<file path="config.mk">
export PLATFORM = sky130hd
export DESIGN_NAME = ga_fitness_convergence_monitor_unit
export DESIGN_NICKNAME = d
export VERILOG_FILES = /design/src/rtl/core/gfcm_pkg.sv /design/src/rtl/core/gfcm_fitness.sv /design/src/rtl/core/gfcm_tracker.sv /design/src/rtl/core/ga_fitness_convergence_monitor_unit.sv
export SDC_FILE = /design/constraint.sdc
export NUM_CORES = 1
export LEC_CHECK = 0
export ABC_AREA = 1
export BUFFER_PORTS_ARGS = -buffer_cell sky130_fd_sc_hd__buf_4
export CAP_MARGIN = 25
export CORE_MARGIN = 2
export CORE_UTILIZATION = 50
export CTS_CLUSTER_DIAMETER = 80
export DETAILED_ROUTE_END_ITERATION = 16
export PLACE_DENSITY = 0.82
export SYNTH_ARGS = -nofsm -noshare
export SYNTH_HDL_FRONTEND = slang
export SYNTH_SLANG_ARGS = --single-unit
</file>
<file path="constraint.sdc">
create_clock -name clk -period 9.98 [get_ports clk]
set_input_delay 1.996 -clock clk [delete_from_list [all_inputs] [get_ports clk]]
set_output_delay 1.996 -clock clk [all_outputs]
set_load 0.01 [all_outputs]
</file>
<file path="src/rtl/core/gfcm_pkg.sv">
// Shared types, constants and a helper function for the GA fitness convergence monitor.
// Has no dependencies; every other module of the block imports it.
`default_nettype none

package gfcm_pkg;

  // Sizing of the monitored population and of one chromosome.
  localparam int MAX_POPULATION = 64;
  localparam int GENE_BITS      = 64;

  localparam int GENE_W   = 64;                      // chromosome and target field width
  localparam int LEN_W    = 7;                       // chromosome_length register width
  localparam int FIT_W    = 7;                       // fitness field width
  localparam int POS_W    = 6;                       // item index width
  localparam int STALL_W  = 8;
  localparam int GEN_W    = 16;
  localparam int CFG_IDX_W = 2;
  localparam int CFG_DATA_W = 64;

  localparam logic [GENE_W-1:0]  TARGET_RESET = 64'hf00000000000000f;
  localparam logic [LEN_W-1:0]   LENGTH_RESET = 7'd64;
  localparam logic [STALL_W-1:0] STALL_RESET  = 8'd30;
  localparam logic [POS_W-1:0]   POS_LAST     = POS_W'(MAX_POPULATION - 1);
  localparam logic [STALL_W-1:0] STALL_MAX    = '1;
  localparam logic [GEN_W-1:0]   GEN_MAX      = '1;

  // Configuration register indexes.
  localparam logic [CFG_IDX_W-1:0] CFG_TARGET_PATTERN    = 2'd0;
  localparam logic [CFG_IDX_W-1:0] CFG_CHROMOSOME_LENGTH = 2'd1;
  localparam logic [CFG_IDX_W-1:0] CFG_STALL_LIMIT       = 2'd2;

  typedef enum logic [1:0] {
    STATUS_CONTINUE = 2'd0,
    STATUS_TARGET   = 2'd1,
    STATUS_STALLED  = 2'd2
  } stop_status_t;

  // Per-generation summary that travels from the tracker to the result register.
  typedef struct packed {
    logic                gen_done;
    logic [FIT_W-1:0]    best_fitness;
    logic [POS_W-1:0]    best_index;
    logic [STALL_W-1:0]  stall_count;
    logic [GEN_W-1:0]    gen_number;
    stop_status_t        stop_status;
  } gen_summary_t;

  // Number of bits actually compared: the length register clipped to the gene count.
  function automatic logic [LEN_W-1:0] eff_length(input logic [LEN_W-1:0] len);
    if (len > LEN_W'(GENE_BITS)) begin
      return LEN_W'(GENE_BITS);
    end
    return len;
  endfunction

endpackage

`default_nettype wire

</file>
<file path="src/rtl/core/gfcm_fitness.sv">
// Masked match count of one chromosome against the target pattern.
// Depends on gfcm_pkg.
`default_nettype none

module gfcm_fitness
  import gfcm_pkg::*;
(
  input  wire logic [GENE_W-1:0] chromosome,
  input  wire logic [GENE_W-1:0] target,
  input  wire logic [LEN_W-1:0]  length_cfg,
  output logic      [FIT_W-1:0]  fitness
);

  logic [LEN_W-1:0]  len_eff;
  logic [GENE_W-1:0] same;

  // Popcount as a shallow tree: eight byte counts, then three levels of pairwise sums.
  logic [3:0]        grp_cnt  [8];
  logic [4:0]        pair_cnt [4];
  logic [5:0]        quad_cnt [2];

  assign len_eff = eff_length(length_cfg);

  always_comb begin
    for (int i = 0; i < GENE_W; i++) begin
      same[i] = (chromosome[i] == target[i]) && (LEN_W'(i) < len_eff);
    end
  end

  always_comb begin
    for (int g = 0; g < 8; g++) begin
      grp_cnt[g] = '0;
      for (int b = 0; b < 8; b++) begin
        grp_cnt[g] = grp_cnt[g] + 4'(same[8*g+b]);
      end
    end
    for (int p = 0; p < 4; p++) begin
      pair_cnt[p] = 5'(grp_cnt[2*p]) + 5'(grp_cnt[2*p+1]);
    end
    for (int q = 0; q < 2; q++) begin
      quad_cnt[q] = 6'(pair_cnt[2*q]) + 6'(pair_cnt[2*q+1]);
    end
    fitness = FIT_W'(quad_cnt[0]) + FIT_W'(quad_cnt[1]);
  end

endmodule

`default_nettype wire

</file>
<file path="src/rtl/core/gfcm_tracker.sv">
// Running best per generation, stall counting and stop decision.
// Depends on gfcm_pkg.
`default_nettype none

module gfcm_tracker
  import gfcm_pkg::*;
(
  input  wire logic               clk,
  input  wire logic               rst_n,
  input  wire logic               advance,
  input  wire logic [FIT_W-1:0]   fitness,
  input  wire logic               last_item,
  input  wire logic [LEN_W-1:0]   length_cfg,
  input  wire logic [STALL_W-1:0] stall_limit,
  output gen_summary_t            summary
);

  logic [FIT_W-1:0]   run_best_r,  run_best_nxt;
  logic [POS_W-1:0]   run_pos_r,   run_pos_nxt;
  logic [POS_W-1:0]   item_pos_r,  item_pos_nxt;
  logic [FIT_W-1:0]   prev_best_r, prev_best_nxt;
  logic [STALL_W-1:0] stall_r,     stall_nxt;
  logic               first_gen_r, first_gen_nxt;
  logic [GEN_W-1:0]   gen_r,       gen_nxt;

  logic               take;
  logic [FIT_W-1:0]   best_cur;
  logic [POS_W-1:0]   pos_cur;
  logic [LEN_W-1:0]   len_eff;

  assign len_eff  = eff_length(length_cfg);
  // The first item of a generation always seeds the best; later ones only on a strict win.
  assign take     = (item_pos_r == '0) || (fitness > run_best_r);
  assign best_cur = take ? fitness : run_best_r;
  assign pos_cur  = take ? item_pos_r : run_pos_r;

  always_comb begin
    run_best_nxt  = best_cur;
    run_pos_nxt   = pos_cur;
    item_pos_nxt  = (item_pos_r == POS_LAST) ? item_pos_r : item_pos_r + 1'b1;
    prev_best_nxt = prev_best_r;
    stall_nxt     = stall_r;
    first_gen_nxt = first_gen_r;
    gen_nxt       = gen_r;
    summary       = '0;

    if (last_item) begin
      if (first_gen_r) begin
        prev_best_nxt = best_cur;
        first_gen_nxt = 1'b0;
      end else if (best_cur == prev_best_r) begin
        if (stall_r != STALL_MAX) begin
          stall_nxt = stall_r + 1'b1;
        end
      end else begin
        prev_best_nxt = best_cur;
        stall_nxt     = '0;
      end

      summary.gen_done     = 1'b1;
      summary.best_fitness = best_cur;
      summary.best_index   = pos_cur;
      summary.stall_count  = stall_nxt;
      summary.gen_number   = gen_r;
      if (LEN_W'(prev_best_nxt) == len_eff) begin
        summary.stop_status = STATUS_TARGET;
      end else if (stall_nxt >= stall_limit) begin
        summary.stop_status = STATUS_STALLED;
      end else begin
        summary.stop_status = STATUS_CONTINUE;
      end

      gen_nxt      = (gen_r == GEN_MAX) ? gen_r : gen_r + 1'b1;
      item_pos_nxt = '0;
      run_best_nxt = '0;
      run_pos_nxt  = '0;
    end
  end

  always_ff @(posedge clk) begin
    if (!rst_n) begin
      run_best_r  <= '0;
      run_pos_r   <= '0;
      item_pos_r  <= '0;
      prev_best_r <= '0;
      stall_r     <= '0;
      first_gen_r <= 1'b1;
      gen_r       <= '0;
    end else if (advance) begin
      run_best_r  <= run_best_nxt;
      run_pos_r   <= run_pos_nxt;
      item_pos_r  <= item_pos_nxt;
      prev_best_r <= prev_best_nxt;
      stall_r     <= stall_nxt;
      first_gen_r <= first_gen_nxt;
      gen_r       <= gen_nxt;
    end
  end

endmodule

`default_nettype wire

</file>
<file path="src/rtl/core/ga_fitness_convergence_monitor_unit.sv">
// Top level of the GA fitness convergence monitor: input register, fitness and
// tracker logic, result register and configuration registers. Depends on gfcm_pkg,
// gfcm_fitness and gfcm_tracker.
`default_nettype none

// The monitor takes one chromosome item per clock while out_ready keeps the result
// register draining, and returns exactly one result item for each. An accepted item
// lands in an input register, where its masked match count (fitness) is formed by a
// 64-bit popcount; when the output register is empty or being drained, the generation
// tracker updates its running best, stall counter and generation counter, and the
// result is loaded into the output register. The popcount plus compare path between
// the two registers is combinational. The input side keeps taking items while a
// finished result waits, until both the input register and the output register are
// full. Items with last_in_generation set also carry the generation summary (best
// fitness, index of its first occurrence, stall count, generation number and stop
// status); on other items those fields read zero. Configuration registers (target
// pattern, chromosome length, stall limit) are written through a simple write port
// and should only be changed while no item is in flight; writes to an unknown index
// are ignored. The block never halts on a stop status: it keeps reporting for every
// generation that follows.
module ga_fitness_convergence_monitor_unit
  import gfcm_pkg::*;
(
  input  wire logic                  clk,
  input  wire logic                  rst_n,

  input  wire logic                  in_valid,
  output logic                       in_ready,
  input  wire logic [GENE_W-1:0]     in_chromosome_bits,
  input  wire logic                  in_last_in_generation,

  output logic                       out_valid,
  input  wire logic                  out_ready,
  output logic [FIT_W-1:0]           out_fitness_value,
  output logic                       out_generation_done,
  output logic [FIT_W-1:0]           out_best_fitness,
  output logic [POS_W-1:0]           out_best_index,
  output logic [STALL_W-1:0]         out_stall_count,
  output logic [GEN_W-1:0]           out_generation_number,
  output logic [1:0]                 out_stop_status,

  input  wire logic                  cfg_we,
  input  wire logic [CFG_IDX_W-1:0]  cfg_index,
  input  wire logic [CFG_DATA_W-1:0] cfg_wdata
);

  // Configuration registers.
  logic [GENE_W-1:0]  target_r;
  logic [LEN_W-1:0]   length_r;
  logic [STALL_W-1:0] stall_limit_r;

  // Input register stage.
  logic               s1_valid_r;
  logic [GENE_W-1:0]  s1_bits_r;
  logic               s1_last_r;

  // Result register stage.
  logic               out_valid_r;
  logic [FIT_W-1:0]   out_fit_r;
  gen_summary_t       out_sum_r;

  logic               in_fire;
  logic               s1_adv;
  logic [FIT_W-1:0]   fitness;
  gen_summary_t       summary;

  // The input register moves on whenever the result register is empty or being drained.
  assign s1_adv   = s1_valid_r && (!out_valid_r || out_ready);
  assign in_ready = !s1_valid_r || s1_adv;
  assign in_fire  = in_valid && in_ready;

  always_ff @(posedge clk) begin
    if (!rst_n) begin
      target_r      <= TARGET_RESET;
      length_r      <= LENGTH_RESET;
      stall_limit_r <= STALL_RESET;
    end else if (cfg_we) begin
      case (cfg_index)
        CFG_TARGET_PATTERN:    target_r      <= cfg_wdata;
        CFG_CHROMOSOME_LENGTH: length_r      <= cfg_wdata[LEN_W-1:0];
        CFG_STALL_LIMIT:       stall_limit_r <= cfg_wdata[STALL_W-1:0];
        default: ;
      endcase
    end
  end

  always_ff @(posedge clk) begin
    if (!rst_n) begin
      s1_valid_r <= 1'b0;
    end else if (in_ready) begin
      s1_valid_r <= in_valid;
    end
  end

  always_ff @(posedge clk) begin
    if (in_fire) begin
      s1_bits_r <= in_chromosome_bits;
      s1_last_r <= in_last_in_generation;
    end
  end

  gfcm_fitness u_fitness (
    .chromosome (s1_bits_r),
    .target     (target_r),
    .length_cfg (length_r),
    .fitness    (fitness)
  );

  gfcm_tracker u_tracker (
    .clk         (clk),
    .rst_n       (rst_n),
    .advance     (s1_adv),
    .fitness     (fitness),
    .last_item   (s1_last_r),
    .length_cfg  (length_r),
    .stall_limit (stall_limit_r),
    .summary     (summary)
  );

  always_ff @(posedge clk) begin
    if (!rst_n) begin
      out_valid_r <= 1'b0;
    end else if (s1_adv) begin
      out_valid_r <= 1'b1;
    end else if (out_ready) begin
      out_valid_r <= 1'b0;
    end
  end

  always_ff @(posedge clk) begin
    if (s1_adv) begin
      out_fit_r <= fitness;
      out_sum_r <= summary;
    end
  end

  assign out_valid             = out_valid_r;
  assign out_fitness_value     = out_fit_r;
  assign out_generation_done   = out_sum_r.gen_done;
  assign out_best_fitness      = out_sum_r.best_fitness;
  assign out_best_index        = out_sum_r.best_index;
  assign out_stall_count       = out_sum_r.stall_count;
  assign out_generation_number = out_sum_r.gen_number;
  assign out_stop_status       = out_sum_r.stop_status;

  // An accepted item always occupies the input register in the next cycle.
  a_in_lands: assert property (@(posedge clk) disable iff (!rst_n)
    in_fire |=> s1_valid_r)
    else $error("accepted item did not reach the input register");

  // A waiting result must block the input register from overwriting it.
  a_no_overrun: assert property (@(posedge clk) disable iff (!rst_n)
    (out_valid_r && !out_ready) |-> !s1_adv)
    else $error("result register overwritten while stalled");

  // The generation best includes the last item, so it cannot be below its fitness.
  a_best_bound: assert property (@(posedge clk) disable iff (!rst_n)
    (out_valid_r && out_sum_r.gen_done) |-> (out_sum_r.best_fitness >= out_fit_r))
    else $error("generation best below fitness of its last item");

  // The best fitness and stop status stay zero on items that do not close a generation.
  a_summary_zero: assert property (@(posedge clk) disable iff (!rst_n)
    (out_valid_r && !out_sum_r.gen_done) |->
      (out_sum_r.best_fitness == '0 && out_sum_r.stop_status == STATUS_CONTINUE))
    else $error("summary fields set on a non-final item");

endmodule

`default_nettype wire
</file>
==> metrics.md <==
| Metric | Value |
|---|---|
| Clock-pin slew reported for the worst setup and hold paths after clock tree synthesis | 60 ps |
| Hold violation total from the final report | 0 |
| Worst setup path start | length_r[5] |
| Total placed cells including tap cells | 1,927 |
| Filler instances | between 2,000 and 2,500 |
| Relative slew slack | 33.5% |
| Most frequent cell on the critical path | sky130_fd_sc_hd__nand2_1 |
| Worst slew pin tran | 998 ps |
| Final setup violation count | 0 |
| Die area | 27,100 µm² |
| Asr flop ratio synth | 0% |
| Via count | 10,425 |
| Number of detailed-route iterations in the first pass | 6 |
| Routed vias/inst | around 5.3 |
| Startpoint of the worst hold path | u_tracker.run_pos_r[1] |
| Die width | about 160 µm |
| Longest Clk Path Bufs | 3 |
| First-pass GRT wire length | 50,700 µm |
| Count of pins on the block boundary | 185 |
| Cell Area, Synth | around 13,000 µm² |
| Number of design rule violations left after detail routing | 0 |
| Gpl congestion | approximately 0.97 |
| Status | complete, no violations |
| Ant. Diodes | 0 |
| Biggest area contributors in the synthesized netlist | sky130_fd_sc_hd__edfxtp_1, sky130_fd_sc_hd__dfxtp_1, sky130_fd_sc_hd__fa_1 |
| Initial standard-cell utilization of the core | 51.0% |
| Count of distinct cell types in the synthesized netlist | 41 |
| Most frequent cell after synthesis | sky130_fd_sc_hd__inv_1 |
| Number of DRC markers in iteration 0 | 761 |
| Critical path's largest stage delay | 540 ps |
| Post-synth EDFFs | between 100 and 150 |
| Remaining global-route overflow | 0 |
| Routed WL | 32,300 µm |
| Warnings from Yosys | 0 |
| Library cell with the largest summed area after synthesis | sky130_fd_sc_hd__edfxtp_1 |
| Via count of the first global-routing pass | between 10,000 and 15,000 |
| Final design area excluding fillers | 15,800 µm² |
| Flop and latch count out of synthesis | 244 |
| Largest fanout on the critical path | 7 |
| Area of the multi-input gates | 6130 µm² |
| Hold buffer count at CTS | 0 |
| Final net count | 1,876 |
| Post-synth top area share | 26.1% |
| Required time of the worst setup path | between 10,000 and 15,000 ps |
| Largest net degree at the start of global routing | 93 |
| Critical path startpoint category | flip-flop |
| Slew Limit Fails | 0 |
| Most used DFF post-synth | sky130_fd_sc_hd__dfxtp_1 |
| Number of max-capacitance violations reported | 0 |
| Floorplan die height | 165 µm |
| Total clock buffers created by CTS | 25 |
| Count of non-filler cells in the finished layout | 1,984 |
| Kind of end point of the critical path | flip-flop |
| Initial antenna violation count | 0 |
| Total Routing Usage GR | 23.7% |
| Hold WC Path Type | flip-flop to flip-flop |
| Arrival time at the worst endpoint | 9920 ps |
| Buffers added on ports | roughly 180 |
| Clock tree sinks | 244 |
| Root buffer selected by CTS | sky130_fd_sc_hd__clkbuf_16 |
| Share of cells above drive strength 1 | 20.6% |
| Final Critical Period | approximately 9600 ps |
| Final worst-path cycle share | 96.4% |
| Core area | 25,300 µm² |
| Post-Syn Area per Cell | 9.07 µm² |
| Area overhead of the layout relative to synthesis | 22.7% |
| R2R Path Start | length_r[5] |
| DPL Wire Length | 23,200 µm |
| Worst clock skew on the final layout | 16.5 ps |
| Post-synthesis sequential area ratio | 46.6% |
| H-tree levels | 1 |
| Max Fclk | 104 MHz |
| Type of the worst setup path | flip-flop to flip-flop |
| Area taken by flip-flops and latches | roughly 6000 µm² |
| Net count of the mapped netlist | 1,661 |
| Area post-placement | 14,800 µm² |
| Number of cells produced by synthesis | 1,420 |
| Placement Rows | 58 |
| Count of nets left with antenna violations after detail routing | 0 |
| DR WL/cell | 16.3 µm |
| Ranking of synthesized cells by instance count | sky130_fd_sc_hd__inv_1, sky130_fd_sc_hd__nand2_1, sky130_fd_sc_hd__nor2_1 |
| Cell with the biggest individual delay on the critical path | sky130_fd_sc_hd__fa_1 |
| CTS tree | built |
| Worst skew pair latency | 540 ps |
routing by layer:
layer | track usage [%] | wire (µm) | vias to the layer above
met5 | 0 | 0 | -
met4 | 9.29 | 1090 | 0
met3 | 4.29 | 2340 | 81
met2 | 39.4 | 15500 | 405
met1 | 30.9 | 13400 | 4901
li1 | - | - | 5038
state kept, by name (all words and copies together), names as in the netlist:
| register | flops |
|---|---|
| s1_bits_r | 64 |
| target_r | 64 |
| out_generation_number | 16 |
| u_tracker.gen_r | 16 |
| out_stall_count | 8 |
| stall_limit_r | 8 |
| u_tracker.stall_r | 8 |
| length_r | 7 |
| out_best_fitness | 7 |
| out_fitness_value | 7 |
| u_tracker.prev_best_r | 7 |
| u_tracker.run_best_r | 7 |
| out_best_index | 6 |
| u_tracker.item_pos_r | 6 |
| u_tracker.run_pos_r | 6 |
| out_stop_status | 2 |
| out_generation_done | 1 |
| out_valid | 1 |
| s1_last_r | 1 |
| s1_valid_r | 1 |
| u_tracker.first_gen_r | 1 |
placed cells by master (no fill, tap or decap), types with 4 or more instances in the layout:
| master | Yosys | layout |
|---|---|---|
| sky130_fd_sc_hd__nor3_1 | 17 | 14 |
| sky130_fd_sc_hd__a21oi_1 | 60 | 59 |
| sky130_fd_sc_hd__inv_1 | 219 | 212 |
| sky130_fd_sc_hd__nand2_2 | 13 | 17 |
| sky130_fd_sc_hd__nand3_1 | 62 | 61 |
| sky130_fd_sc_hd__clkinv_2 | 0 | 6 |
| sky130_fd_sc_hd__fa_1 | 55 | 51 |
| sky130_fd_sc_hd__nand4_1 | 7 | 7 |
| sky130_fd_sc_hd__nor2_2 | 6 | 13 |
| sky130_fd_sc_hd__buf_4 | 0 | 219 |
| sky130_fd_sc_hd__nand2_1 | 203 | 198 |
| sky130_fd_sc_hd__clkbuf_1 | 28 | 8 |
| sky130_fd_sc_hd__xnor2_1 | 30 | 30 |
| sky130_fd_sc_hd__o21ai_0 | 94 | 93 |
| sky130_fd_sc_hd__a211oi_1 | 34 | 31 |
| sky130_fd_sc_hd__dfxtp_1 | 132 | 130 |
| sky130_fd_sc_hd__edfxtp_1 | 112 | 112 |
| sky130_fd_sc_hd__nor3_2 | 1 | 4 |
| sky130_fd_sc_hd__clkbuf_16 | 0 | 25 |
| sky130_fd_sc_hd__o22ai_1 | 8 | 8 |
| sky130_fd_sc_hd__ha_1 | 50 | 47 |
| sky130_fd_sc_hd__or2_2 | 6 | 6 |
| sky130_fd_sc_hd__nor2_1 | 181 | 168 |
| sky130_fd_sc_hd__nand2_4 | 5 | 6 |
| sky130_fd_sc_hd__o211ai_1 | 17 | 17 |
| sky130_fd_sc_hd__xor2_1 | 50 | 49 |
| sky130_fd_sc_hd__clkinv_1 | 3 | 6 |
| sky130_fd_sc_hd__fa_2 | 0 | 4 |
| sky130_fd_sc_hd__nor2_4 | 2 | 8 |
| sky130_fd_sc_hd__inv_2 | 2 | 8 |
path summary, 6_finish.rpt:
path,endpoint,slack [ps],depth (start not counted)
max reg2reg,out_stop_status[1],360,51
min reg2reg,u_tracker.run_pos_r[1],470,2
min,u_tracker.run_pos_r[1],470,2
max,out_stop_status[1],360,51
final cells by class:
| cell class | count | area share, % |
|---|---|---|
| clock buffer | 36 | 4.41 |
| clock inverter | 10 | 0.348 |
| inverter | 224 | 5.32 |
| multi-input combinational | 920 | 38.8 |
| sequential | 244 | 38.0 |
| tap | 330 | 2.61 |
| timing repair buffer | 220 | 10.5 |
worst max-delay path, delay by kind of cell (launching register included):
family,cells,cell delay (ps)
flops,1,340
buf+inv,9,720
fa+ha+maj,13,5260
simple gates,26,2560
compound gates,3,490
per-stage QoR:
step	utilization (%)	worst slack (ps)	hold slack [ps]	TNS, ps
4_1_cts	61.6	14.5	464	0
2_1_floorplan	-	467	421	0
6_report	62.6	356	468	0
3_3_place_gp	58.4	86.3	450	0
3_5_place_dp	58.4	-307	456	-307
5_1_grt	62.6	-75.7	500	-75.7
cell families (layout without fill, tap and decap cells):
family | count (synthesis) | after routing | synth area share (%)
AO/OA/AOI/OAI | 222 | 222 | 9.80
XOR/XNOR | 80 | 80 | 5.44
adder cells (fa/ha/maj) | 105 | 105 | 13.4
buffers and inverters | 258 | 490 | 7.62
flip-flops | 244 | 244 | 46.6
multiplexers | 1 | 1 | 0.0777
AND/OR/NAND/NOR | 510 | 512 | 17.1
repair_timing:
| action | in CTS | in global routing |
|---|---|---|
| setup endpoints to repair | 1 | 1 |
| setup buffers | 2 | 7 |
| pin swaps | 2 | 22 |
| gates resized for setup | 8 | 48 |
| gates cloned | 0 | 2 |
| endpoints found under the hold margin | 0 | 0 |
Power is not shown: default switching activity piles up to over one toggle a cycle in this logic, so the estimate is an artifact.
